$ cat src/hw/rtl/assert_macros.svh
// ----------------------------------------------------------------------------
// Assertion macros
// Clocked assertion wrappers on clk_i with reset rst_ni; empty in synthesis.
// ----------------------------------------------------------------------------
`ifndef ASSERT_MACROS_SVH
`define ASSERT_MACROS_SVH
`ifndef SYNTHESIS
// Check that a property holds at every clock edge out of reset
`define ASSERT_CLK(label, prop, msg) \
  label: assert property (@(posedge clk_i) disable iff (!rst_ni) (prop)) else $error(msg);
// Check that a condition never holds out of reset
`define ASSERT_NEVER_CLK(label, cond, msg) \
  label: assert property (@(posedge clk_i) disable iff (!rst_ni) !(cond)) else $error(msg);
`else
`define ASSERT_CLK(label, prop, msg)
`define ASSERT_NEVER_CLK(label, cond, msg)
`endif
`endif

$ cat src/hw/rtl/lkm_pkg.sv
// ----------------------------------------------------------------------------
// lkm_pkg
// Shared constants and memory request types of the line k-median block.
// ----------------------------------------------------------------------------
`default_nettype none
package lkm_pkg;
  localparam int MAX_HOUSES = 64;
  localparam int HADDR_W    = $clog2(MAX_HOUSES);
  localparam int CNT_W      = HADDR_W + 1;
  localparam int PRE_AW     = $clog2(MAX_HOUSES + 1);
  localparam int DP_AW      = HADDR_W + 1;
  localparam int POS_W      = 16;
  localparam int PRE_W      = POS_W + HADDR_W + 1;
  localparam int DP_W       = 22;
  localparam int K_W        = 7;

  // House and prefix memory requests
  typedef struct packed {
    logic                  hs_we;
    logic [HADDR_W-1:0]    hs_waddr;
    logic [POS_W-1:0]      hs_wdata;
    logic [HADDR_W-1:0]    hs_raddr;
    logic                  pre_we;
    logic [PRE_AW-1:0]     pre_waddr;
    logic [PRE_W-1:0]      pre_wdata;
    logic [PRE_AW-1:0]     pre_raddr_a;
    logic [PRE_AW-1:0]     pre_raddr_b;
  } store_req_t;

  // DP row memory request
  typedef struct packed {
    logic              we;
    logic [DP_AW-1:0]  waddr;
    logic [DP_W-1:0]   wdata;
    logic [DP_AW-1:0]  raddr;
  } dp_req_t;
endpackage
`default_nettype wire

$ cat src/hw/rtl/lkm_dp_mem.sv
// ----------------------------------------------------------------------------
// lkm_dp_mem
// Two DP rows in one memory; row select is the top address bit.
// ----------------------------------------------------------------------------
`default_nettype none
module lkm_dp_mem (
  input  wire logic                    clk_i,
  input  wire lkm_pkg::dp_req_t        req_i,
  output logic [lkm_pkg::DP_W-1:0]     rdata_o
);
  logic [lkm_pkg::DP_W-1:0] mem [2 * lkm_pkg::MAX_HOUSES];

  // Write and registered read
  always_ff @(posedge clk_i) begin
    if (req_i.we) begin
      mem[req_i.waddr] <= req_i.wdata;
    end
    rdata_o <= mem[req_i.raddr];
  end
endmodule
`default_nettype wire

$ cat config.mk
export PLATFORM = sky130hd
export DESIGN_NAME = lkm_dp_mem
export DESIGN_NICKNAME = d
export VERILOG_FILES = /design/src/hw/rtl/assert_macros.svh /design/src/hw/rtl/lkm_pkg.sv /design/src/hw/rtl/lkm_dp_mem.sv
export SDC_FILE = /design/constraint.sdc
export NUM_CORES = 2
export LEC_CHECK = 0
export ABC_AREA = 0
export BUFFER_PORTS_ARGS = -buffer_cell sky130_fd_sc_hd__buf_4
export CORE_UTILIZATION = 60
export DETAILED_ROUTE_END_ITERATION = 6
export GPL_TIMING_DRIVEN = 0
export PLACE_DENSITY_LB_ADDON = 0.15
export SYNTH_ARGS = -nofsm -noshare
export SYNTH_HDL_FRONTEND = slang
export SYNTH_SLANG_ARGS = --single-unit
$ cat constraint.sdc
create_clock -name clk_i -period 4.58 [get_ports clk_i]
set_clock_uncertainty 0.15 [all_clocks]
set_input_delay 0.916 -clock clk_i [delete_from_list [all_inputs] [get_ports clk_i]]
set_output_delay 0.916 -clock clk_i [all_outputs]
set_load 0.01 [all_outputs]
Yosys cells after proc, flatten, opt, wreduce, memory -nomap -nowiden
Memory sizes are Yosys's and may differ from the RTL's. A register that Yosys moved wholly into a read port is not among the register bits.
Index checks and enable logic that the tools add are counted.
{"block": "totals", "ff_bits": 0, "ramBits": 2816, "out_inout_bits": 22, "mem_count": 1}
{"block": "classes", "mux": 2}
{"name": "mem", "depth": 128, "word_bits": 22, "rd": 1, "rd_clocked_by_memory_dff": 1, "wr": 1, "line": "lkm_dp_mem.sv:11", "text": "logic [lkm_pkg::DP_W-1:0] mem [2 * lkm_pkg::MAX_HOUSES];"}
{"operator": "$mux 1", "n": 2}

Longest topological paths before layout
{"block": "depth", "depth_word": 2, "ltp_mapped": 7, "ltp_nobuf": 4}

Worst setup path before layout
No wires, ideal clock.
{"block": "synth_timing", "path_type": "input to register", "from": "input port req_i[0] (netlist name)", "to": "register rdata_o[15] (netlist name) (read register of mem)", "setup_ns": 0.121, "t_arrival_ns": 3.408, "setup_slack_ns": 0.902, "cell_stages": 6, "path_buffers": 2, "path_cell_list": "clkbuf_1 buf_1 mux4_2 mux4_2 mux4_2 mux2_2"}
{"item": "start: declaration", "line": "lkm_dp_mem.sv:8", "text": "input wire lkm_pkg::dp_req_t req_i,"}
{"item": "end: declaration", "line": "lkm_dp_mem.sv:9", "text": "output logic [lkm_pkg::DP_W-1:0] rdata_o"}

==> results.md <==
* Status: finished with violations
* Distinct cells, synth at 16
* RSZ-0062 raised after global routing: false
* Reg area at approximately 85000 sq um
* WP data arrival at 5.24 ns
* Placed Area at 112900 sq um
* R2r worst-path depth at 4
* Initial DRC count at 7234
* Mean Syn Cell Area at between 20 and 30 sq um
* Clk_lat worst skew at slightly above 0.9 ns
* Achievable clock frequency at 0.2165 GHz
* Final hold viol count at 0
* Ports at 60
* Longest Clk Path Bufs at 4
* Gate power share at around 5.3%
* Total global routing track utilization at 29.35%
* Switching power at around 11 mW
* Share of cells above drive strength 1 at a little over a third
* Min-Delay Path Class: input pin to flop
* Seq cells post-synth at ~2800
* Sw Share at 20.69%
* Layout area overhead at 13.74%
* TritonCTS clock tree: done
* Clock sinks at 2838
* Post-synthesis sequential area ratio at 78.95%
* CP max FO at 10
* P_int at 43.10 mW
* Detailed Place HPWL at between 150000 and 200000 um
* Syn Inst Count at approximately 4200
* Syn_nets at 4213
* Largest net degree at the start of global routing at 129
* DR vias/cell at about 6.8
* CORE AREA at roughly 180000 sq um
* Hold slack at 0.2644 ns
* Die area at approximately 180000 sq um
* CP Class: input pin to flop
* Postcts setup bufs at 0
* Synthesized area at between 100000 and 150000 sq um
* Vias in the first global route at about 48000
* Lkg Pwr at 37.55 nW
* Nets at about 4700
* IO Port Bufs at 49
* DR WL/cell at approximately 37 um
* Violated checks: max-capacitance violations, negative setup slack
* Worst Hold Path Cells at 1
* Final Non-Filler Cells at 7190
* Initial antenna violation count at 45
* GRT overflow at 0
* Worst slew pin tran at roughly 1.5 ns
* Slew HR at 0.6295%
* Yosys warning total at 0
* Setup violators final at 2
* Final Worst Setup Slack at -0.03832 ns
* Multi-input logic area at 22430 sq um
* Inst Count DP at roughly 6700
* Die X at about 430 um
* Post-route clock period utilization at 100.8%
* P per Cell Area at between 400 and 500 nW/um^2
* Finished Cell Area at roughly 120000 sq um
* Initial Utilization at between 60% and 70%
* Endpoint class of the critical path: flop
* Post-CTS Hold Buffers at 0
* Die Ht at about 430 um
* Fillers at around 10000
* Sum of negative setup slack at -0.07467 ns
* Startpoint type of the worst setup path: input pin
* Rows at 155
* Fin. max-slew vios at 0
* Seq pwr share at a little over half
* Cts bufs inserted at about 300
* DR pass1 iterations at 5
* RePlAce Congestion at just over 0.9
* Clk pwr share at a little over two fifths
* Pre-CTS WS at -1.418 ns
* # DRC at 0
* Vias at between 40000 and 50000
* Clock transition at path regs at ~0.060 ns
* Routed Antenna Nets at 0
* WP data required at roughly 5.2 ns
* Commonest non-fill, non-tap cell in the layout: edfxtp_1
* DRT Wirelength at around 260000 um
* Worst vdd ir at 0.5489 mV
* CTS H-tree lvls at 5
* Global-route wire length before repair at 365700 um
* Root buffer cell: clkbuf_16
* MaxCap Viol Count at 1
* Final min period at roughly 4.6 ns
* Most frequent cells in the layout: edfxtp_1, mux4_2, clkbuf_16
power groups by stage:
stage	sequential [mW]	clock [mW]	combinational [mW]
2_1_floorplan	29.3	0	1.39
3_5_place_dp	29.3	0	2.79
6_report	28.7	22.7	2.87
5_1_grt	28.7	23.8	2.97
3_3_place_gp	29.3	0	2.69
4_1_cts	28.7	22.9	2.80
metal layers:
metal,share of wire [%],wire (um),vias up,track usage (%)
met2,48,125300,2842,44.33
met3,11,28360,405,7.520
met4,3.2,8428,6,10.05
met1,38,100400,26430,42.54
met5,0.018,46,-,0
li1,-,-,19220,-
repair_timing:
| item | in CTS | in global routing |
|---|---|---|
| gates resized for setup | 15 | 4 |
| setup endpoints to repair | 22 | 2 |
| gates cloned | 0 | 0 |
critical path, stage by stage:
cell      delay [ns]
clkbuf_1        0.64
clkbuf_1        1.15
clkbuf_1        0.94
mux4_2          0.53
mux4_2          0.67
mux2_2          0.36
sequential cells by signal, indices dropped and copies added (netlist names):
signal,cells
mem,2816
rdata_o,22
stage by stage:
stage          util, %  total power, mW
6_report         68.63            54.34
3_5_place_dp     63.30            32.07
4_1_cts          68.36            54.46
3_3_place_gp     62.20            31.97
2_1_floorplan        -            30.67
5_1_grt          68.63            55.52
logic make-up after synthesis:
family,Yosys count,synth area share [%]
DFF,2838,78.95
muxes,946,19.56
buffers and inverters,221,0.8426
and+or+nand+nor,170,0.6473
final timing paths:
kind	from	to	slack (ns)
max reg2reg	mem[108][11]	rdata_o[11]	1.76
max	req_i[4]	rdata_o[4]	-0.04
min reg2reg	mem[102][5]	rdata_o[5]	1.01
min	req_i[14]	mem[48][7]	0.26
synthesized netlist by cell type:
cell type | n | area (sq um)
nor2b_1 | 7 | 43.79
mux4_2 | 924 | 20810
nand3_1 | 12 | 60.06
dfxtp_1 | 22 | 440.4
buf_4 | 1 | 7.510
mux2_2 | 22 | 247.7
nand2b_1 | 2 | 12.51
nand4_1 | 3 | 18.77
edfxtp_1 | 2816 | 84560
clkbuf_1 | 135 | 506.7
buf_2 | 59 | 295.3
nor3_1 | 9 | 45.04
or3_1 | 1 | 6.260
buf_1 | 26 | 97.59
nor2_1 | 122 | 457.9
nand2_1 | 14 | 52.55
area by class of cell:
| cell class | count | area share [%] |
|---|---|---|
| Antenna cell | 20 | 0.04087 |
| Sequential cell | 2838 | 69.41 |
| Multi-Input combinational cell | 1116 | 18.31 |
| Tap cell | 2355 | 2.406 |
| Clock inverter | 112 | 0.8766 |
| Timing Repair Buffer | 148 | 1.700 |
| Buffer | 221 | 0.7806 |
| Clock buffer | 380 | 6.469 |
Power figures use the tool's default switching activity.
