<file path="src/hw/rtl/assert_macros.svh">
// ----------------------------------------------------------------------------
// Assertion macros
// Clocked assertion wrappers on clk_i with reset rst_ni; empty in synthesis.
// ----------------------------------------------------------------------------
`ifndef ASSERT_MACROS_SVH
`define ASSERT_MACROS_SVH
`ifndef SYNTHESIS
// Check that a property holds at every clock edge out of reset
`define ASSERT_CLK(label, prop, msg) \
  label: assert property (@(posedge clk_i) disable iff (!rst_ni) (prop)) else $error(msg);
// Check that a condition never holds out of reset
`define ASSERT_NEVER_CLK(label, cond, msg) \
  label: assert property (@(posedge clk_i) disable iff (!rst_ni) !(cond)) else $error(msg);
`else
`define ASSERT_CLK(label, prop, msg)
`define ASSERT_NEVER_CLK(label, cond, msg)
`endif
`endif

</file>
<file path="src/hw/rtl/lkm_pkg.sv">
// ----------------------------------------------------------------------------
// lkm_pkg
// Shared constants and memory request types of the line k-median block.
// ----------------------------------------------------------------------------
`default_nettype none
package lkm_pkg;
  localparam int MAX_HOUSES = 64;
  localparam int HADDR_W    = $clog2(MAX_HOUSES);
  localparam int CNT_W      = HADDR_W + 1;
  localparam int PRE_AW     = $clog2(MAX_HOUSES + 1);
  localparam int DP_AW      = HADDR_W + 1;
  localparam int POS_W      = 16;
  localparam int PRE_W      = POS_W + HADDR_W + 1;
  localparam int DP_W       = 22;
  localparam int K_W        = 7;

  // House and prefix memory requests
  typedef struct packed {
    logic                  hs_we;
    logic [HADDR_W-1:0]    hs_waddr;
    logic [POS_W-1:0]      hs_wdata;
    logic [HADDR_W-1:0]    hs_raddr;
    logic                  pre_we;
    logic [PRE_AW-1:0]     pre_waddr;
    logic [PRE_W-1:0]      pre_wdata;
    logic [PRE_AW-1:0]     pre_raddr_a;
    logic [PRE_AW-1:0]     pre_raddr_b;
  } store_req_t;

  // DP row memory request
  typedef struct packed {
    logic              we;
    logic [DP_AW-1:0]  waddr;
    logic [DP_W-1:0]   wdata;
    logic [DP_AW-1:0]  raddr;
  } dp_req_t;
endpackage
`default_nettype wire

</file>
<file path="src/hw/rtl/lkm_store.sv">
// ----------------------------------------------------------------------------
// lkm_store
// House position memory and prefix sum memory, registered reads.
// ----------------------------------------------------------------------------
`default_nettype none
module lkm_store (
  input  wire logic                      clk_i,
  input  wire lkm_pkg::store_req_t       req_i,
  output logic [lkm_pkg::POS_W-1:0]      hs_rdata_o,
  output logic [lkm_pkg::PRE_W-1:0]      pre_rdata_a_o,
  output logic [lkm_pkg::PRE_W-1:0]      pre_rdata_b_o
);
  logic [lkm_pkg::POS_W-1:0] hs_mem [lkm_pkg::MAX_HOUSES];
  logic [lkm_pkg::PRE_W-1:0] pre_mem [lkm_pkg::MAX_HOUSES + 1];

  // House memory: one write, one read
  always_ff @(posedge clk_i) begin
    if (req_i.hs_we) begin
      hs_mem[req_i.hs_waddr] <= req_i.hs_wdata;
    end
    hs_rdata_o <= hs_mem[req_i.hs_raddr];
  end

  // Prefix memory: one write, two reads
  always_ff @(posedge clk_i) begin
    if (req_i.pre_we) begin
      pre_mem[req_i.pre_waddr] <= req_i.pre_wdata;
    end
    pre_rdata_a_o <= pre_mem[req_i.pre_raddr_a];
    pre_rdata_b_o <= pre_mem[req_i.pre_raddr_b];
  end
endmodule
`default_nettype wire

</file>
<file path="config.mk">
export PLATFORM = sky130hd
export DESIGN_NAME = lkm_store
export DESIGN_NICKNAME = d
export VERILOG_FILES = /design/src/hw/rtl/assert_macros.svh /design/src/hw/rtl/lkm_pkg.sv /design/src/hw/rtl/lkm_store.sv
export SDC_FILE = /design/constraint.sdc
export NUM_CORES = 2
export LEC_CHECK = 0
export BUFFER_PORTS_ARGS = -buffer_cell sky130_fd_sc_hd__buf_4
export CAP_MARGIN = 10
export CELL_PAD_IN_SITES_DETAIL_PLACEMENT = 2
export CELL_PAD_IN_SITES_GLOBAL_PLACEMENT = 2
export CORE_MARGIN = 5
export CORE_UTILIZATION = 46
export DETAILED_ROUTE_END_ITERATION = 8
export GPL_TIMING_DRIVEN = 1
export PLACE_DENSITY_LB_ADDON = 0.15
export REMOVE_ABC_BUFFERS = 1
export SYNTH_ARGS = -nofsm -noshare
export SYNTH_HDL_FRONTEND = slang
export SYNTH_SLANG_ARGS = --single-unit
</file>
<file path="constraint.sdc">
create_clock -name clk_i -period 6.15 [get_ports clk_i]
set_input_delay 0.9225 -clock clk_i [delete_from_list [all_inputs] [get_ports clk_i]]
set_output_delay 0.9225 -clock clk_i [all_outputs]
set_load 0.005 [all_outputs]
</file>
# Word-level counts from Yosys, hierarchy flattened
# Memory sizes are Yosys's and may differ from the RTL's. A register that Yosys moved wholly into a read port is not among the register bits.
# Index checks and enable logic that the tools add are counted.
# op_classes
muxes,4
# op_table
op,count
2-to-1 mux 1 bit,4
# word_totals
out_inout_bits,62
regBits,0
in_bits,75
mem_count,2
word_cells,6
mem_bits_rw,2519
# memory_table
memory,words,width,rd,rd_ports_with_merged_regs,write_ports,line,text
pre_mem,65,23,2,2,1,lkm_store.sv:14,logic [lkm_pkg::PRE_W-1:0] pre_mem [lkm_pkg::MAX_HOUSES + 1];
hs_mem,64,16,1,1,1,lkm_store.sv:13,logic [lkm_pkg::POS_W-1:0] hs_mem [lkm_pkg::MAX_HOUSES];

# Longest topological paths before layout
# depth
depth_word,2
depth_mapped,11
ltp_nobuf,6

# Worst setup path after synthesis
# OpenSTA, ideal clock, no wires.
# synth_path
path_type,input-to-reg
from,input req_i[43] (netlist name)
to,memory pre_mem[25][0] (netlist name) (enable)
path_stages,4
required_time_ns,5.718
arrival_time_ns,3.133
slack_ns,2.586
cell_sequence,nor2_1 > nand4_1 > or2_2 > nor3_1
# synth_lines
item,line,text
from (decl),lkm_store.sv:8,"input wire lkm_pkg::store_req_t req_i,"
to (decl),lkm_store.sv:14,
# No word-level cell before the write port.

==> impl_metrics.json <==
{
  "dieArea_mm2": 0.249,
  "skew_ns": 0.0443,
  "p_leak_nw": 40.4,
  "synth_area_leaders": "edfxtp_1, mux4_2, mux2i_1",
  "max_stage_delay_ns": 0.73,
  "cts_setup_buffers": 0,
  "initial_utilization_pct": 46.2,
  "grt_usage_pct": 31.6,
  "grt_max_degree": 77,
  "hold_buffers": 0,
  "synth_top_family_by_area": "multiplexers",
  "root_buffer": "clkbuf_16",
  "tightest_slew_ns": 1.52,
  "worstPathArrival_ns": 4.39,
  "crit_type": "in -> reg",
  "max_slew_margin_pct": -1.53,
  "endpoint_kind": "flop",
  "drive_gt1_share_pct": 26.9,
  "fp-row-count": 179,
  "synth_fa_ha_area_share_pct": 0,
  "clock.fmax_mhz": 275,
  "wl_per_cell_um": 41.9,
  "postPlaceCellArea_mm2": 0.116,
  "violations": "max-capacitance violations, max-slew violations",
  "syn_inst": 5816,
  "ir_worst_vdd_mv": 0.266,
  "vias_per_cell": 6.76,
  "cts_max_level": 5,
  "rsz0062_at_grt": "false",
  "hold_viol": 0,
  "synth_cell_types": 47,
  "routed_wl_um": 398000,
  "drt_iter0_markers": 7176,
  "ff2ff_setup_slack_ns": 3.58,
  "die_w_um": 499,
  "cts_num_sinks": 2581,
  "coreArea_mm2": 0.238,
  "path_clk_slew_ns": 0.07,
  "via_count": 64300,
  "crit_path_frequent_cell": "buf_4",
  "clk_path_buf_depth": 4,
  "io_pins": 137,
  "setup-violations-final": 0,
  "yosys.area.top_type_share_pct": 68.8,
  "gp_congestion": 0.863,
  "antenna_found_initial": 12,
  "ant_nets": 0,
  "synth_xor_area_share_pct": 0,
  "cp_slowest_cell": "nor3_1",
  "final_area_mm2": 0.125,
  "crit_family": "buffers and inverters",
  "portBuffers": 136,
  "grt_pass1_vias": 69200,
  "synth_compound_area_share_pct": 4.92,
  "critPathLaunchType": "primary input",
  "synthMuxAreaShare_pct": 20.4,
  "clock_latency_ns": 0.93,
  "grt-ovfl-total": 0,
  "ys_warn_count": 0,
  "yosysSeqAreaShare_pct": 69.9,
  "setup-tns-final_ns": 0,
  "min_period_over_period_pct": 59.1,
  "yosysTopAreaCell": "edfxtp_1",
  "netlist_area_mm2": 0.110,
  "drtPass1Iterations": 6,
  "syn-mean-instance-area_um2": 18.9,
  "cts-buffers-inserted": 300,
  "critical_path_required_ns": 6.91,
  "hpwl_um": 244000,
  "cts_tree": "yes",
  "maxCapViolCount": 1,
  "die_h_um": 499,
  "area_delta_synth_final_pct": 13.8,
  "cp_num_buf_inv": 3,
  "synth-seq-cells": 2581,
  "path_cells": "buf_8, buf_4, buf_4, mux4_2, mux2i_1, nor2_1, nor3_1, o21ai_0",
  "status": "finished, violations left",
  "period_needed_ns": 3.63,
  "cts_resized": 0,
  "hold_class": "in -> reg",
  "slew_viol_final": 6,
  "drc_errors": 0,
  "yosys.area_share.simple_pct": 2.88,
  "power.density_mw_per_mm2": 313,
  "grt_pass1_wl_um": 554000,
  "crit_fanout": 60,
  "fin_nets": 6199
}
==> per-layer routing <==
metal  up-vias  track usage [%]  wire (um)  share of wire, %
met5         -                0         91             0.023
met4        14             18.0      27200               6.8
met3       934             5.13      27500               6.9
met2      3308             52.7     197000                49
met1     35000             39.4     147000                37
li1      25100                -          -                 -
==> layout make-up <==
class,count,area (um2)
clock buffer,383,8030
antenna,9,22.5
tap,3167,3960
fill,20400,113000
sequential,2581,76900
clock inverter,133,1050
inverter,2,7.51
timing repair buffer,420,3480
multi-input combinational,2819,31700
==> registers in the layout, summed over array words and instances, names as in the netlist <==
| name | flops |
|---|---|
| pre_rdata_b_o | 23 |
| hs_rdata_o | 16 |
| pre_rdata_a_o | 23 |
| hs_mem | 1024 |
| pre_mem | 1495 |
==> final timing paths <==
kind                             startpoint                   endpoint  cells past startpoint
hold / removal                    req_i[50]      hs_rdata_o[1]$_DFF_P_                      3
hold reg to reg    pre_mem[64][9]$_DFFE_PP_   pre_rdata_b_o[9]$_DFF_P_                      2
setup / recovery                   req_i[0]  pre_rdata_b_o[22]$_DFF_P_                      8
setup reg to reg  pre_mem[37][22]$_DFFE_PP_  pre_rdata_a_o[22]$_DFF_P_                      5
==> stage by stage <==
stage          total power [mW]  cells  util [%]  worst slack, ns  hold slack, ns
4_1_cts                    39.4   9505      52.6             2.55           0.419
5_1_grt                    40.3   9512      52.6             2.44           0.445
2_1_floorplan              20.9   5402         -             2.09           0.558
3_3_place_gp               22.4   8986      48.8             1.23           0.662
3_5_place_dp               22.6   8989      48.8             1.58           0.668
6_report                   39.1   9514      52.6             2.52           0.478
==> worst min-delay path, stage by stage <==
cell and delay (ns):
buf_4 0.21, nand3_1 0.12, o41ai_1 0.07
==> layout by cell type, fill, tap and decap left out, types with 71 or more instances in the layout <==
master        n
o21ai_0      71
nor2_1      256
mux4_2      693
a211oi_1    111
o22ai_1     184
edfxtp_1   2519
nor2b_1      82
mux2i_1     577
buf_4       390
clkbuf_16   305
mux2_2       92
a21oi_1     128
a22oi_1     192
==> cells by family after synthesis <==
logic type,count (synthesis)
flops,2581
compound gates,798
simple gates,659
buf+inv,416
mux,1362
==> Yosys cell counts (all sizes together) <==
master and n:
edfxtp 2519, mux4 693, mux2i 577, nor2 322, buf 214, clkbuf 200, a22oi 192, o22ai 184
a21oi 128, a211oi 111, mux2 92, nor2b 87, o21ai 72, dfxtp 62, nand2 49, a221oi 46
nor4 45, nand3 38, nand2b 31, nor3 30, nand4 27, a2111oi 22, a31o 22, a22o 12
nand3b 8, o41ai 5, nand4b 4, and2 3, nand4bb 3, or2 3, and4b 2, inv 2
or3 2, or4b 2, a221o 1, nor3b 1, o211ai 1, o221ai 1, o22a 1, or3b 1
or4 1
==> where the power goes <==
group	leakage [nW]	switching, mW	internal, mW	total (mW)
Sequential	23.2	0.125	19.4	19.6
Combinational	12.7	1.71	0.931	2.64
Clock	4.44	7.10	9.85	16.9
Note: power is estimated with default switching activity, not from simulation.
